**src/rtl/drgg_pkg.sv**
```systemverilog
`timescale 1ns / 1ps
// ----------------------------------------------------------------------------
// drgg_pkg
// Shared types and constants for the debounced rebuild request gate.
// ----------------------------------------------------------------------------
package drgg_pkg;

    localparam int ACTION_BITS  = 2;
    localparam int REASON_BITS  = 8;
    localparam int VERDICT_BITS = 3;
    localparam int CFG_BITS     = 32;
    localparam int CFG_IDX_BITS = 2;

    localparam logic [CFG_BITS-1:0] DEBOUNCE_RESET = CFG_BITS'(1000);
    localparam logic [CFG_BITS-1:0] TIMEOUT_RESET  = CFG_BITS'(30000);

    typedef enum logic [CFG_IDX_BITS-1:0] {
        CFG_DEBOUNCE_WINDOW = 2'd0,
        CFG_STARTUP_TIMEOUT = 2'd1
    } cfg_idx_t;

    typedef enum logic [ACTION_BITS-1:0] {
        ACT_STARTUP_BEGIN = 2'd0,
        ACT_STARTUP_DONE  = 2'd1,
        ACT_REQUEST       = 2'd2,
        ACT_POLL          = 2'd3
    } action_t;

    typedef enum logic [VERDICT_BITS-1:0] {
        VERDICT_IDLE      = 3'd0,
        VERDICT_DEBOUNCED = 3'd1,
        VERDICT_QUEUED    = 3'd2,
        VERDICT_COALESCED = 3'd3,
        VERDICT_REBUILD   = 3'd4
    } verdict_t;

    typedef struct packed {
        verdict_t                verdict;
        logic [REASON_BITS-1:0]  reason;
        logic                    expired;
    } decision_t;

endpackage

```
**src/rtl/drgg_core.sv**
```systemverilog
`timescale 1ns / 1ps
// ----------------------------------------------------------------------------
// drgg_core
// Gate state and the one-pass decision for the item in the input register.
// ----------------------------------------------------------------------------
module drgg_core #(
    parameter int TIME_BITS  = 48,
    parameter int COUNT_BITS = 16
) (
    input  logic                              clk,
    input  logic                              rst_n,
    input  logic                              fire,
    input  drgg_pkg::action_t                 action,
    input  logic [TIME_BITS-1:0]              now,
    input  logic [drgg_pkg::REASON_BITS-1:0]  reason,
    input  logic [drgg_pkg::CFG_BITS-1:0]     debounce_window,
    input  logic [drgg_pkg::CFG_BITS-1:0]     startup_timeout,
    output drgg_pkg::decision_t               decision,
    output logic [COUNT_BITS-1:0]             count,
    output logic [TIME_BITS-1:0]              waited
);

    localparam logic [COUNT_BITS-1:0] COUNT_MAX = '1;

    logic                             starting_reg,       starting_next;
    logic [TIME_BITS-1:0]             start_time_reg,     start_time_next;
    logic                             pending_reg,        pending_next;
    logic [COUNT_BITS-1:0]            pending_count_reg,  pending_count_next;
    logic [TIME_BITS-1:0]             pending_since_reg,  pending_since_next;
    logic [drgg_pkg::REASON_BITS-1:0] pending_reason_reg, pending_reason_next;
    logic [TIME_BITS-1:0]             last_rebuild_reg,   last_rebuild_next;
    logic                             has_rebuilt_reg,    has_rebuilt_next;

    logic [TIME_BITS-1:0]  since_start;
    logic [TIME_BITS-1:0]  since_rebuild;
    logic [TIME_BITS-1:0]  since_base;
    logic [TIME_BITS-1:0]  since_first;
    logic                  blocks;
    logic                  debounced;
    logic [COUNT_BITS-1:0] count_bumped;

    assign since_start   = (now > start_time_reg) ? now - start_time_reg : '0;
    assign blocks        = starting_reg && (since_start < TIME_BITS'(startup_timeout));
    assign since_rebuild = now - last_rebuild_reg;
    assign debounced     = has_rebuilt_reg && (now >= last_rebuild_reg)
                           && (since_rebuild < TIME_BITS'(debounce_window));
    assign since_base    = pending_reg ? pending_since_reg : now;
    assign since_first   = (now > since_base) ? now - since_base : '0;
    assign count_bumped  = (pending_count_reg == COUNT_MAX) ? pending_count_reg
                           : pending_count_reg + COUNT_BITS'(1);

    always_comb
    begin
        starting_next       = starting_reg;
        start_time_next     = start_time_reg;
        pending_next        = pending_reg;
        pending_count_next  = pending_count_reg;
        pending_since_next  = pending_since_reg;
        pending_reason_next = pending_reason_reg;
        last_rebuild_next   = last_rebuild_reg;
        has_rebuilt_next    = has_rebuilt_reg;

        decision.verdict = drgg_pkg::VERDICT_IDLE;
        decision.reason  = '0;
        decision.expired = 1'b0;
        count            = '0;
        waited           = '0;

        unique case (action)
            drgg_pkg::ACT_STARTUP_BEGIN:
            begin
                starting_next   = 1'b1;
                start_time_next = now;
            end
            drgg_pkg::ACT_STARTUP_DONE:
            begin
                starting_next = 1'b0;
            end
            drgg_pkg::ACT_POLL:
            begin
                if (pending_reg && !blocks)
                begin
                    decision.verdict = drgg_pkg::VERDICT_REBUILD;
                    decision.reason  = pending_reason_reg;
                    decision.expired = starting_reg;
                    count            = (pending_count_reg == '0) ? COUNT_BITS'(1)
                                       : pending_count_reg;
                    waited           = since_first;
                    pending_next        = 1'b0;
                    pending_count_next  = '0;
                    pending_since_next  = '0;
                    pending_reason_next = '0;
                    last_rebuild_next   = now;
                    has_rebuilt_next    = 1'b1;
                end
            end
            drgg_pkg::ACT_REQUEST:
            begin
                decision.reason = reason;
                if (debounced)
                begin
                    decision.verdict = drgg_pkg::VERDICT_DEBOUNCED;
                end
                else if (blocks)
                begin
                    decision.verdict = pending_reg ? drgg_pkg::VERDICT_COALESCED
                                                   : drgg_pkg::VERDICT_QUEUED;
                    count               = count_bumped;
                    waited              = since_first;
                    pending_next        = 1'b1;
                    pending_since_next  = since_base;
                    pending_count_next  = count_bumped;
                    pending_reason_next = reason;
                end
                else
                begin
                    decision.verdict = drgg_pkg::VERDICT_REBUILD;
                    decision.expired = starting_reg;
                    count            = count_bumped;
                    waited           = since_first;
                    pending_next        = 1'b0;
                    pending_count_next  = '0;
                    pending_since_next  = '0;
                    pending_reason_next = '0;
                    last_rebuild_next   = now;
                    has_rebuilt_next    = 1'b1;
                end
            end
            default:
            begin
            end
        endcase
    end

    always_ff @(posedge clk or negedge rst_n)
    begin
        if (!rst_n)
        begin
            starting_reg       <= 1'b0;
            start_time_reg     <= '0;
            pending_reg        <= 1'b0;
            pending_count_reg  <= '0;
            pending_since_reg  <= '0;
            pending_reason_reg <= '0;
            last_rebuild_reg   <= '0;
            has_rebuilt_reg    <= 1'b0;
        end
        else if (fire)
        begin
            starting_reg       <= starting_next;
            start_time_reg     <= start_time_next;
            pending_reg        <= pending_next;
            pending_count_reg  <= pending_count_next;
            pending_since_reg  <= pending_since_next;
            pending_reason_reg <= pending_reason_next;
            last_rebuild_reg   <= last_rebuild_next;
            has_rebuilt_reg    <= has_rebuilt_next;
        end
    end

endmodule

```
**src/rtl/debounced_rebuild_request_gate.sv**
```systemverilog
`timescale 1ns / 1ps
// ----------------------------------------------------------------------------
// debounced_rebuild_request_gate
// Gates rebuild requests: debounce after a rebuild, queue during startup.
// ----------------------------------------------------------------------------
// One result per event, one event per cycle unless back-pressure from the
// output stalls the input. An accepted event waits in the input register, its
// verdict is decided against the gate state in a single combinational pass,
// and the result is then written to the output register. The input side keeps
// accepting while a result waits in the output register; it stalls only when
// both registers are full. Configuration writes are always accepted.
module debounced_rebuild_request_gate #(
    parameter int TIME_BITS  = 48,
    parameter int COUNT_BITS = 16
) (
    input  logic                               clk,
    input  logic                               rst_n,

    input  logic                               cfg_valid,
    output logic                               cfg_ready,
    input  logic [drgg_pkg::CFG_IDX_BITS-1:0]  cfg_index,
    input  logic [drgg_pkg::CFG_BITS-1:0]      cfg_data,

    input  logic                               in_valid,
    output logic                               in_ready,
    input  logic [drgg_pkg::ACTION_BITS-1:0]   action,
    input  logic [TIME_BITS-1:0]               now_ms,
    input  logic [drgg_pkg::REASON_BITS-1:0]   reason_code,

    output logic                               out_valid,
    input  logic                               out_ready,
    output logic [drgg_pkg::VERDICT_BITS-1:0]  verdict,
    output logic [COUNT_BITS-1:0]              request_count,
    output logic [drgg_pkg::REASON_BITS-1:0]   reason_out,
    output logic [TIME_BITS-1:0]               waited,
    output logic                               startup_expired
);

    logic [drgg_pkg::CFG_BITS-1:0]     debounce_reg;
    logic [drgg_pkg::CFG_BITS-1:0]     timeout_reg;

    logic                              in_vld_reg;
    logic [drgg_pkg::ACTION_BITS-1:0]  action_reg;
    logic [TIME_BITS-1:0]              now_reg;
    logic [drgg_pkg::REASON_BITS-1:0]  reason_reg;

    logic                              out_vld_reg;
    logic [drgg_pkg::VERDICT_BITS-1:0] verdict_reg;
    logic [COUNT_BITS-1:0]             count_reg;
    logic [drgg_pkg::REASON_BITS-1:0]  reason_out_reg;
    logic [TIME_BITS-1:0]              waited_reg;
    logic                              expired_reg;

    drgg_pkg::decision_t               decision;
    logic [COUNT_BITS-1:0]             count_comb;
    logic [TIME_BITS-1:0]              waited_comb;
    logic                              advance;

    assign cfg_ready = 1'b1;
    assign advance   = in_vld_reg && (!out_vld_reg || out_ready);
    assign in_ready  = !in_vld_reg || advance;

    always_ff @(posedge clk or negedge rst_n)
    begin
        if (!rst_n)
        begin
            debounce_reg <= drgg_pkg::DEBOUNCE_RESET;
            timeout_reg  <= drgg_pkg::TIMEOUT_RESET;
        end
        else if (cfg_valid)
        begin
            unique case (drgg_pkg::cfg_idx_t'(cfg_index))
                drgg_pkg::CFG_DEBOUNCE_WINDOW: debounce_reg <= cfg_data;
                drgg_pkg::CFG_STARTUP_TIMEOUT: timeout_reg  <= cfg_data;
                default:
                begin
                end
            endcase
        end
    end

    // input register
    always_ff @(posedge clk or negedge rst_n)
    begin
        if (!rst_n)
        begin
            in_vld_reg <= 1'b0;
        end
        else if (in_ready)
        begin
            in_vld_reg <= in_valid;
        end
    end

    always_ff @(posedge clk)
    begin
        if (in_valid && in_ready)
        begin
            action_reg <= action;
            now_reg    <= now_ms;
            reason_reg <= reason_code;
        end
    end

    drgg_core #(
        .TIME_BITS  (TIME_BITS),
        .COUNT_BITS (COUNT_BITS)
    ) u_core (
        .clk             (clk),
        .rst_n           (rst_n),
        .fire            (advance),
        .action          (drgg_pkg::action_t'(action_reg)),
        .now             (now_reg),
        .reason          (reason_reg),
        .debounce_window (debounce_reg),
        .startup_timeout (timeout_reg),
        .decision        (decision),
        .count           (count_comb),
        .waited          (waited_comb)
    );

    // result register
    always_ff @(posedge clk or negedge rst_n)
    begin
        if (!rst_n)
        begin
            out_vld_reg <= 1'b0;
        end
        else if (advance)
        begin
            out_vld_reg <= 1'b1;
        end
        else if (out_ready)
        begin
            out_vld_reg <= 1'b0;
        end
    end

    always_ff @(posedge clk)
    begin
        if (advance)
        begin
            verdict_reg    <= decision.verdict;
            count_reg      <= count_comb;
            reason_out_reg <= decision.reason;
            waited_reg     <= waited_comb;
            expired_reg    <= decision.expired;
        end
    end

    assign out_valid       = out_vld_reg;
    assign verdict         = verdict_reg;
    assign request_count   = count_reg;
    assign reason_out      = reason_out_reg;
    assign waited          = waited_reg;
    assign startup_expired = expired_reg;

endmodule
```
**config.mk**
```make
export PLATFORM = sky130hd
export DESIGN_NAME = debounced_rebuild_request_gate
export DESIGN_NICKNAME = d
export VERILOG_FILES = /design/src/rtl/drgg_pkg.sv /design/src/rtl/drgg_core.sv /design/src/rtl/debounced_rebuild_request_gate.sv
export SDC_FILE = /design/constraint.sdc
export NUM_CORES = 1
export LEC_CHECK = 0
export BUFFER_PORTS_ARGS = -buffer_cell sky130_fd_sc_hd__buf_4
export CORE_UTILIZATION = 55
export CTS_CLUSTER_DIAMETER = 100
export DETAILED_ROUTE_END_ITERATION = 16
export PLACE_DENSITY = 0.74
export SLEW_MARGIN = 20
export SYNTH_ARGS = -nofsm -noshare
export SYNTH_HDL_FRONTEND = slang
export SYNTH_SLANG_ARGS = --single-unit
```
**constraint.sdc**
```tcl
create_clock -name clk -period 14.62 [get_ports clk]
set_input_delay 1.462 -clock clk [delete_from_list [all_inputs] [get_ports clk]]
set_output_delay 1.462 -clock clk [all_outputs]
set_load 0.05 [all_outputs]
```
# Word level (Yosys, flattened, before mapping)
# Index checks and enable logic that the tools add are counted.
[classes]
addsub = 4
reduce_logical = 23
n_lt_le_gt_ge = 5
n_eq_ne = 8
n_mux = 45
[op_table]
columns = ["cell", "n"]
rows = [
  ["$mux W48", 11],
  ["$pmux W48 S2", 3],
  ["$sub A48 B48 Y48", 3],
  ["$mux W16", 7],
  ["$gt A48 B48 Y1", 2],
  ["$lt A48 B32 Y1", 2],
  ["$pmux W16 S2", 2],
  ["$ge A48 B48 Y1", 1],
  ["$mux W8", 3],
  ["$pmux W12 S2", 1],
  ["$add A16 B1 Y16 const B", 1],
  ["$eq A16 B16 Y1 const B", 1],
  ["$logic_not A16 Y1", 1],
  ["$pmux W8 S2", 1],
  ["$mux W12", 1],
  ["$mux W1", 11],
  ["$reduce_and A2 Y1", 4],
  ["$logic_and A1 B1 Y1", 6],
  ["$mux W3", 2],
  ["$pmux W1 S2", 3],
  ["$reduce_bool A2 Y1", 3],
  ["$reduce_and A5 Y1", 1],
  ["$eq A2 B1 Y1 const B", 2],
  ["$eq A2 B2 Y1 const B", 2],
  ["6 further kinds", 11],
]
[word_totals]
out_inout_bits = 79
wordCells = 105
register_bits = 371
in_bits = 97

# Logic depth before layout (Yosys ltp)
# Gate-level depths: netlist of run 1.
[depth]
depth_word = 8
depth_mapped = 30
ltp_nobuf = 27

# Modules after synthesis
# From an unflattened synthesis of run 1, not the netlist that was laid out.
[unflattened]
cells_unflattened = 2638
hier_area_um2 = 25236.7
[modules_own_cells]
columns = ["module", "n_inst", "seq_area_each_um2", "area_per_inst_um2", "cells_per_inst"]
rows = [
  ["drgg_core", 1, 4279.1, 18680.4, 2358],
  ["debounced_rebuild_request_gate", 1, 5691.7, 6556.3, 280],
]

# Worst setup path before layout of run 1
# Ideal clock, no wire load.
[synth_timing]
path_type = "register to register"
startpoint = "register now_reg[0]"
endpoint = "register count_reg[7] (netlist: request_count[7]), data pin"
slack_ns = 8.367
setup_ns = 0.256
synth_period_minus_slack_ns = 6.253
stages_incl_launch_ff = 31
arrival_ns = 5.996
n_path_buf = 4
t_required_ns = 14.364
path_cell_list = "edfxtp_1 -> inv_1 -> ha_1 -> inv_1 -> fa_1 -> a211oi_1 -> nor2_1 -> o41ai_2 -> a22oi_1 -> a32oi_1 -> nand2_1 -> nand2_1 -> clkbuf_1 -> buf_1 -> nor2_1 -> ha_1 -> a211oi_1 -> o21ai_0 -> o211ai_1 -> a32oi_1 -> a2111oi_0 -> nand4_1 -> and2_1 -> a211o_1 -> nor4_2 -> a22o_1 -> a21o_1 -> buf_4 -> buf_4 -> o21ai_0 -> a22o_1"
[synth_between]
elab_chain_len = 8
elab_cells_between_ends = 15
classes_between = "add/sub: 2; order compare: 4; mux: 4; reduce/logical: 5"
[synth_lines]
columns = ["element", "line_no", "source"]
rows = [
  ["start, declared", "debounced_rebuild_request_gate.sv:44", "logic [TIME_BITS-1:0] now_reg;"],
  ["start signal, assigned", "debounced_rebuild_request_gate.sv:100", "now_reg <= now_ms;"],
  ["$sub A48 B48 Y48 or $gt A48 B48 Y1 (tied branches)", "drgg_core.sv:42", "assign since_start = (now > start_time_reg) ? now - start_time_reg : '0;"],
  ["$mux W48", "drgg_core.sv:42", ""],
  ["$lt A48 B32 Y1", "drgg_core.sv:43", "assign blocks = starting_reg && (since_start < TIME_BITS'(startup_timeout));"],
  ["$logic_and A1 B1 Y1", "drgg_core.sv:43", ""],
  ["$logic_not A1 Y1", "drgg_core.sv:81", "if (pending_reg && !blocks)"],
  ["$logic_and A1 B1 Y1", "drgg_core.sv:81", ""],
  ["$mux W16", "drgg_core.sv:81", ""],
  ["$pmux W16 S2 *", "drgg_core.sv:69", "unique case (action)"],
  ["via count_comb[7]", "debounced_rebuild_request_gate.sv:55", "logic [COUNT_BITS-1:0] count_comb;"],
  ["end signal, assigned", "debounced_rebuild_request_gate.sv:144", "count_reg <= count_comb;"],
  ["end, declared", "debounced_rebuild_request_gate.sv:49", "logic [COUNT_BITS-1:0] count_reg;"],
]
# The timed path passes the listed nets; every way through them passes the cells marked *.
# A chain may end at the register's enable or synchronous reset.

# Final worst setup path of run 1
[layout_timing]
startpoint = "register now_reg[0]"
endpoint = "register u_core.pending_since_reg[9]"
[layout_between]
elab_chain_len = 8
elab_cells_between_ends = 18
classes_between = "add/sub: 2; order compare: 4; eq/ne: 2; mux: 4; reduce/logical: 6"
[layout_lines]
columns = ["element", "line_no", "source"]
rows = [
  ["$sub A48 B48 Y48 or $gt A48 B48 Y1 (tied branches)", "drgg_core.sv:42", ""],
  ["$mux W48", "drgg_core.sv:42", ""],
  ["$lt A48 B32 Y1", "drgg_core.sv:43", ""],
  ["$logic_and A1 B1 Y1", "drgg_core.sv:43", ""],
  ["$logic_not A1 Y1", "drgg_core.sv:81", ""],
  ["$logic_and A1 B1 Y1", "drgg_core.sv:81", ""],
  ["$ne A2 B1 Y1 (no line)", "n/a", ""],
  ["$reduce_and A4 Y1 (no line)", "n/a", ""],
  ["end signal, assigned", "drgg_core.sv:154", "pending_since_reg <= pending_since_next;"],
  ["end, declared", "drgg_core.sv:29", "logic [TIME_BITS-1:0] pending_since_reg, pending_since_next;"],
]
# Several ways; a longest one is shown, not always the timed one. The select of a mux whose other input is x is not followed.

==> results.sh, run 1 <==
export IMPL_post_cts_setup_buffers=0
export IMPL_status="finished clean"
export IMPL_syn_area_per_cell_sq_um=9.392
export IMPL_crit_top_cell="a21oi_1"
export IMPL_critPathKind="reg2reg"
export IMPL_critPathLaunchType="flop"
export IMPL_finalCriticalPeriod_ps=7880
export IMPL_fin_crit_sh_pct=53.90
export IMPL_routed_via_density=6.010
export IMPL_path_clk_slew_ps=60
export IMPL_hold_path_class="reg2reg"
export IMPL_wl_per_cell_um=20.41
export IMPL_combPwrFrac_pct=51.0
export IMPL_cts_hold_buf=0
export IMPL_finalSetupViolCount=0
export IMPL_fin_nets=3119
export IMPL_final_cells=3437
export IMPL_groute_usage_overall_pct=30.19
export IMPL_grt_max_degree=97
export IMPL_port_buffers=174
export IMPL_final_cell_area_sq_mm=0.02827
export IMPL_power_leakage_nw=12.58
export IMPL_synthFlopType="dfrtp_1"
export IMPL_path_max_fanout=39
export IMPL_finalHoldViolations=0
export IMPL_worst_setup_path_end_kind="flop"
export IMPL_syn2layout_area_growth_pct=12.50
export IMPL_gp_congestion=0.9884
export IMPL_fmax_mhz=126.9
export IMPL_maxSlewViolCount=0
export IMPL_wirelength_um=70140
export IMPL_syn_nets=2984
export IMPL_rsz0062_at_grt="no"
export IMPL_dpl_hpwl_um=53020
export IMPL_fp_row_count=77
export IMPL_drv_cap=0
export IMPL_start_util_pct=56.34
export IMPL_tightest_slew_ps=990.3
export IMPL_synthArstFlopShare_pct=63.88
export IMPL_post_dp_cell_area_sq_mm=0.02683
export IMPL_synth_area_sq_mm=0.02513
export IMPL_ys_seq_elements=371
export IMPL_final_antenna_net_count=0
export IMPL_drt_first_pass_iters=6
export IMPL_drtIter0Drc=1764
export IMPL_power_frac_seq_pct=27.5
export IMPL_dieArea_sq_mm=0.04655
export IMPL_tns_ps=0
export IMPL_htreeDepth=2
export IMPL_antenna_found_initial=0
export IMPL_power_density_mw_per_mm2=178.8
export IMPL_final_layout_size_suffix_gt1_share_pct=13.57
export IMPL_swShare_pct=41.94
export IMPL_grt_pass1_wl_um=111000
export IMPL_yosysSeqAreaShare_pct=39.67
export IMPL_ir_worst_vdd_mv=0.1397
export IMPL_whs_ps=467.7
export IMPL_clock_latency_ps=570
export IMPL_slowest_stage="a2111oi_0"
export IMPL_relSlewSlack_pct=33.05
export IMPL_root_buffer="clkbuf_16"
export IMPL_drc=0
export IMPL_skew_ps=21.39
export IMPL_synth_warnings=0
export IMPL_n_fill_cell=3709
export IMPL_synth_cell_types=98
export IMPL_clock_path_buffers=3
export IMPL_slowest_delay_ps=760
export IMPL_cts_made_buffers=42
export IMPL_reg2reg_depth=28
export IMPL_crit_arrival_ps=8330
export IMPL_grt_pass1_vias=20280
export IMPL_hold_path_cell_count=1
export IMPL_grt_ovfl_total=0
export IMPL_p_switching_mw=2.121
export IMPL_power_share_clock_pct=21.5
export IMPL_p_total_mw=5.056
export IMPL_cts_tree="built"
export IMPL_core_sq_mm=0.04461
export IMPL_synth_edf_count=134
export IMPL_die_h_um=215.8
export IMPL_p_int_mw=2.936
export IMPL_fp_dieW_um=215.8
export IMPL_dp_cells=3358
export IMPL_io_pins=176
export IMPL_worstPathRequired_ps=15070
export IMPL_syn_inst=2676
export IMPL_vias=20660
export IMPL_cts_resized=0
export IMPL_clock_sinks=371
[critical path, delay by kind of cell, from the launching register on]
family,cells,cell delay [ps]
AO/OA/AOI/OAI,13,3660
adder cells (fa/ha/maj),3,950
buffers and inverters,4,860
flip-flops,1,400
multiplexers,1,400
AND/OR/NAND/NOR,7,1420
[Yosys cell counts, drive strengths merged, types with 12 or more instances]
master  number  area, sq um
nor3        32        160.2
mux2i       68        680.7
o21ai      225         1126
clkbuf      58        219.0
nor4        17        112.6
nor2b       24        150.1
nand4       47        294.0
a31oi       30        187.7
o21a        25        187.7
xnor2       64        560.5
and2        18        115.1
edfxtp     134         4024
or3         13        81.33
o21bai      26        195.2
nand2      240        900.9
nand3       42        215.2
nand2b      23        146.4
nor2       241        904.6
a21o        83        623.1
and3        18        112.6
inv        217        814.5
buf         43        286.5
o211ai      14        110.1
dfstp       13        341.6
ha         208         2603
mux2       133         1531
xor2        49        429.2
a21boi      12        90.09
a211oi      26        205.2
a21oi      177        900.9
dfrtp      224         5605
[cell families after synthesis]
family / synth area share (%)
AND/OR/NAND/NOR: 13.92
buffers and inverters: 5.252
other: 0.01492
flip-flops: 39.67
multiplexers: 8.802
AO/OA/AOI/OAI: 17.81
adder cells (fa/ha/maj): 10.59
XOR/XNOR: 3.938
[routing by layer]
layer	routed length (um)	part of all wire, %	GRT usage (%)
met5	0	0	0
met4	2122	3.0	9.929
met3	3926	5.6	4.186
met2	32440	46	49.42
met1	31650	45	41.23
[per-stage QoR]
step	setup WS [ps]	util [%]
floorplan	8367	-
global placement	6418	60.13
detailed placement	6184	60.15
CTS	6141	63.31
global route	6309	63.38
finish	6740	63.39
[cells in the final DEF (no fill, tap or decap), types with 16 or more instances in the layout]
cell         n
nand4_1     47
nand2_1    239
o21ai_0    222
nor4_1      16
a21o_1      83
buf_4      190
and2_1      16
a31oi_1     30
xnor2_1     64
clkbuf_16   45
inv_1      216
nor2b_1     24
and3_1      18
xor2_1      49
mux2_2      74
mux2i_1     68
ha_1       208
o21bai_1    26
a21oi_1    175
dfrtp_1    223
nand3_1     41
nor2_1     241
mux2_1      50
nor3_1      31
o21a_1      25
nand2b_1    22
edfxtp_1   134
a211oi_1    24
[path summary, 6_finish.rpt]
path                                   startpoint  slack [ps]                          end
max in group asynchronous                   rst_n       11620  u_core.last_rebuild_reg[45]
hold reg to reg            u_core.has_rebuilt_reg         470       u_core.has_rebuilt_reg
hold / removal             u_core.has_rebuilt_reg         470       u_core.has_rebuilt_reg
setup / recovery                       now_reg[0]        6740  u_core.pending_since_reg[9]
min in group asynchronous                   rst_n         800  u_core.pending_since_reg[7]
setup reg to reg                       now_reg[0]        6740  u_core.pending_since_reg[9]
[layout make-up]
class	count	area [sq um]	area share [%]
inverter	217	814.5	2.881
timing repair buffer	192	1469	5.195
multi-input combinational	1987	13860	49.04
antenna	1	2.502	0.008850
clock buffer	58	1205	4.261
sequential	371	9972	35.27
tap	592	740.7	2.620
clock inverter	19	206.4	0.7302
[power groups by stage]
stage / logic [mW] / registers, mW / clock network [mW]
after CTS: 2.55 / 1.39 / 1.11
final: 2.58 / 1.39 / 1.09
after global routing: 2.83 / 1.41 / 1.14
after detailed placement: 2.52 / 1.40 / 0
after floorplan: 1.80 / 1.44 / 0
after global placement: 2.49 / 1.40 / 0
Power figures use the tool's default switching activity.
==> run 2: changes to the inputs <==
==> constraint.sdc (replaced) <==
create_clock -name clk -period 7.3 [get_ports clk]
set_input_delay 0.73 -clock clk [delete_from_list [all_inputs] [get_ports clk]]
set_output_delay 0.73 -clock clk [all_outputs]
set_load 0.05 [all_outputs]
==> results.sh, run 2 (same netlist as run 1, synthesis figures left out) <==
export IMPL_dp_cells=3394
export IMPL_dpl_hpwl_um=54710
export IMPL_path_clk_slew_ps=60
export IMPL_grt_pass1_vias=20570
export IMPL_cp_endpoint="u_core.last_rebuild_reg[26]"
export IMPL_root_buffer="clkbuf_16"
export IMPL_reg2reg_depth=28
export IMPL_finalSetupViolCount=0
export IMPL_final_common_cell="nor2_1"
export IMPL_rrSetupSlack_ps=390
export IMPL_post_cts_setup_buffers=0
export IMPL_fin_crit_sh_pct=94.60
export IMPL_fp_dieW_um=215.8
export IMPL_start_util_pct=56.34
export IMPL_tightest_slew_ps=1005
export IMPL_dieArea_sq_mm=0.04655
export IMPL_power_leakage_nw=12.77
export IMPL_finalWorstSetupSlack_ps=394.2
export IMPL_fin_util_pct=64.01
export IMPL_worst_setup_path_end_kind="flop"
export IMPL_wl_per_cell_um=20.47
export IMPL_relSlewSlack_pct=33.02
export IMPL_final_antenna_net_count=0
export IMPL_clock_sinks=371
export IMPL_htreeDepth=2
export IMPL_r2r_start="now_reg[0]"
export IMPL_status="finished clean"
export IMPL_post_dp_cell_area_sq_mm=0.02714
export IMPL_drt_first_pass_iters=6
export IMPL_power_density_mw_per_mm2=355.3
export IMPL_routed_via_density=6.022
export IMPL_timing_critical_path_from="now_reg[0]"
export IMPL_crit_arrival_ps=7350
export IMPL_r2r_end="u_core.last_rebuild_reg[26]"
export IMPL_cts_tree="built"
export IMPL_critPathLaunchType="flop"
export IMPL_antenna_found_initial=0
export IMPL_final_cells=3474
export IMPL_post_place_ws_ps=324.4
export IMPL_wirelength_um=71120
export IMPL_hold_path_class="in2async"
export IMPL_cts_hold_buf=0
export IMPL_vias=20920
export IMPL_port_buffers=174
export IMPL_core_sq_mm=0.04461
export IMPL_slowest_stage="nor4b_4"
export IMPL_tns_ps=0
export IMPL_grt_pass1_wl_um=112600
export IMPL_grt_max_degree=119
export IMPL_clock_latency_ps=580
export IMPL_drc=0
export IMPL_slowest_delay_ps=520
export IMPL_gp_congestion=1.032
export IMPL_maxSlewViolCount=0
export IMPL_ir_worst_vdd_mv=0.2295
export IMPL_p_total_mw=10.14
export IMPL_clock_path_buffers=3
export IMPL_drv_cap=0
export IMPL_whs_ps=245.9
export IMPL_final_layout_size_suffix_gt1_share_pct=14.89
export IMPL_syn2layout_area_growth_pct=13.61
export IMPL_finalHoldViolations=0
export IMPL_groute_usage_overall_pct=30.71
export IMPL_antennaDiodeCount=0
export IMPL_drtIter0Drc=1456
export IMPL_fin_nets=3155
export IMPL_finalCriticalPeriod_ps=6906
export IMPL_skew_ps=27.35
export IMPL_grt_ovfl_total=0
export IMPL_n_fill_cell=3739
export IMPL_cts_made_buffers=43
export IMPL_io_pins=176
export IMPL_final_cell_area_sq_mm=0.02855
export IMPL_worstPathRequired_ps=7740
export IMPL_die_h_um=215.8
export IMPL_fp_row_count=77
export IMPL_fmax_mhz=144.8
export IMPL_mostFrequentLayoutCells="nor2_1 (241), nand2_1 (239), dfrtp_1 (223)"
export IMPL_path_max_fanout=29
export IMPL_critPathKind="reg2reg"
==> run 2: cell count changes in the layout (fill, tap and decap cells not counted), sizes merged <==
cell | previous run | this run
buf | 192 | 227
clkbuf | 58 | 55
diode | 1 | 0
clkinv | 10 | 20
inv | 218 | 219
bufinv | 4 | 2
clkinvlp | 4 | 1
==> run 2: worst min path at each step <==
stage          cells past startpoint                          from                      endpoint
6_report                           1                         rst_n   u_core.pending_since_reg[1]
5_1_grt                            1                reason_code[7]                 reason_reg[7]
4_1_cts                            1                reason_code[7]                 reason_reg[7]
3_5_place_dp                       1  u_core.pending_since_reg[29]  u_core.pending_since_reg[29]
3_3_place_gp                       1  u_core.pending_since_reg[10]  u_core.pending_since_reg[10]
2_1_floorplan                      0                         rst_n               debounce_reg[0]
==> run 2: cell type report <==
type / count / area [sq um] / share of cell area (%)
inverter: 217 / 814.5 / 2.853
tap: 592 / 740.7 / 2.594
multi-input combinational: 1987 / 13870 / 48.59
clock inverter: 25 / 201.4 / 0.7055
timing repair buffer: 227 / 1765 / 6.183
sequential: 371 / 9972 / 34.93
clock buffer: 55 / 1184 / 4.146
==> run 2: worst max-delay path, delay by kind of cell, from the launching register on <==
kind	cells	cell delay (ps)
DFF	1	410
buffers and inverters	3	450
adders and majority gates	3	900
muxes	1	360
xor gates and xnor gates	1	190
and+or+nand+nor	8	1810
AOI/OAI and AO/OA	12	2600
==> run 2: timing repair <==
item | 4_1_cts | 5_1_grt
resized for setup | 0 | 6
setup endpoints to repair | 0 | 190
hold endpoints to repair | 0 | 0
==> run 2: routing by layer <==
layer	part of all wire, %	GRT usage, %
met1	45	42.76
met2	44	47.92
met4	4.0	12.39
met5	0	0
met3	6.8	4.722
==> run 2: power breakdown <==
part	internal (mW)	leakage [nW]	total (mW)	switching, mW
clock	1.23	0.686	2.13	0.903
combinational	2.07	7.80	5.25	3.18
sequential	2.56	4.28	2.77	0.213
total	5.85	12.8	10.1	4.29
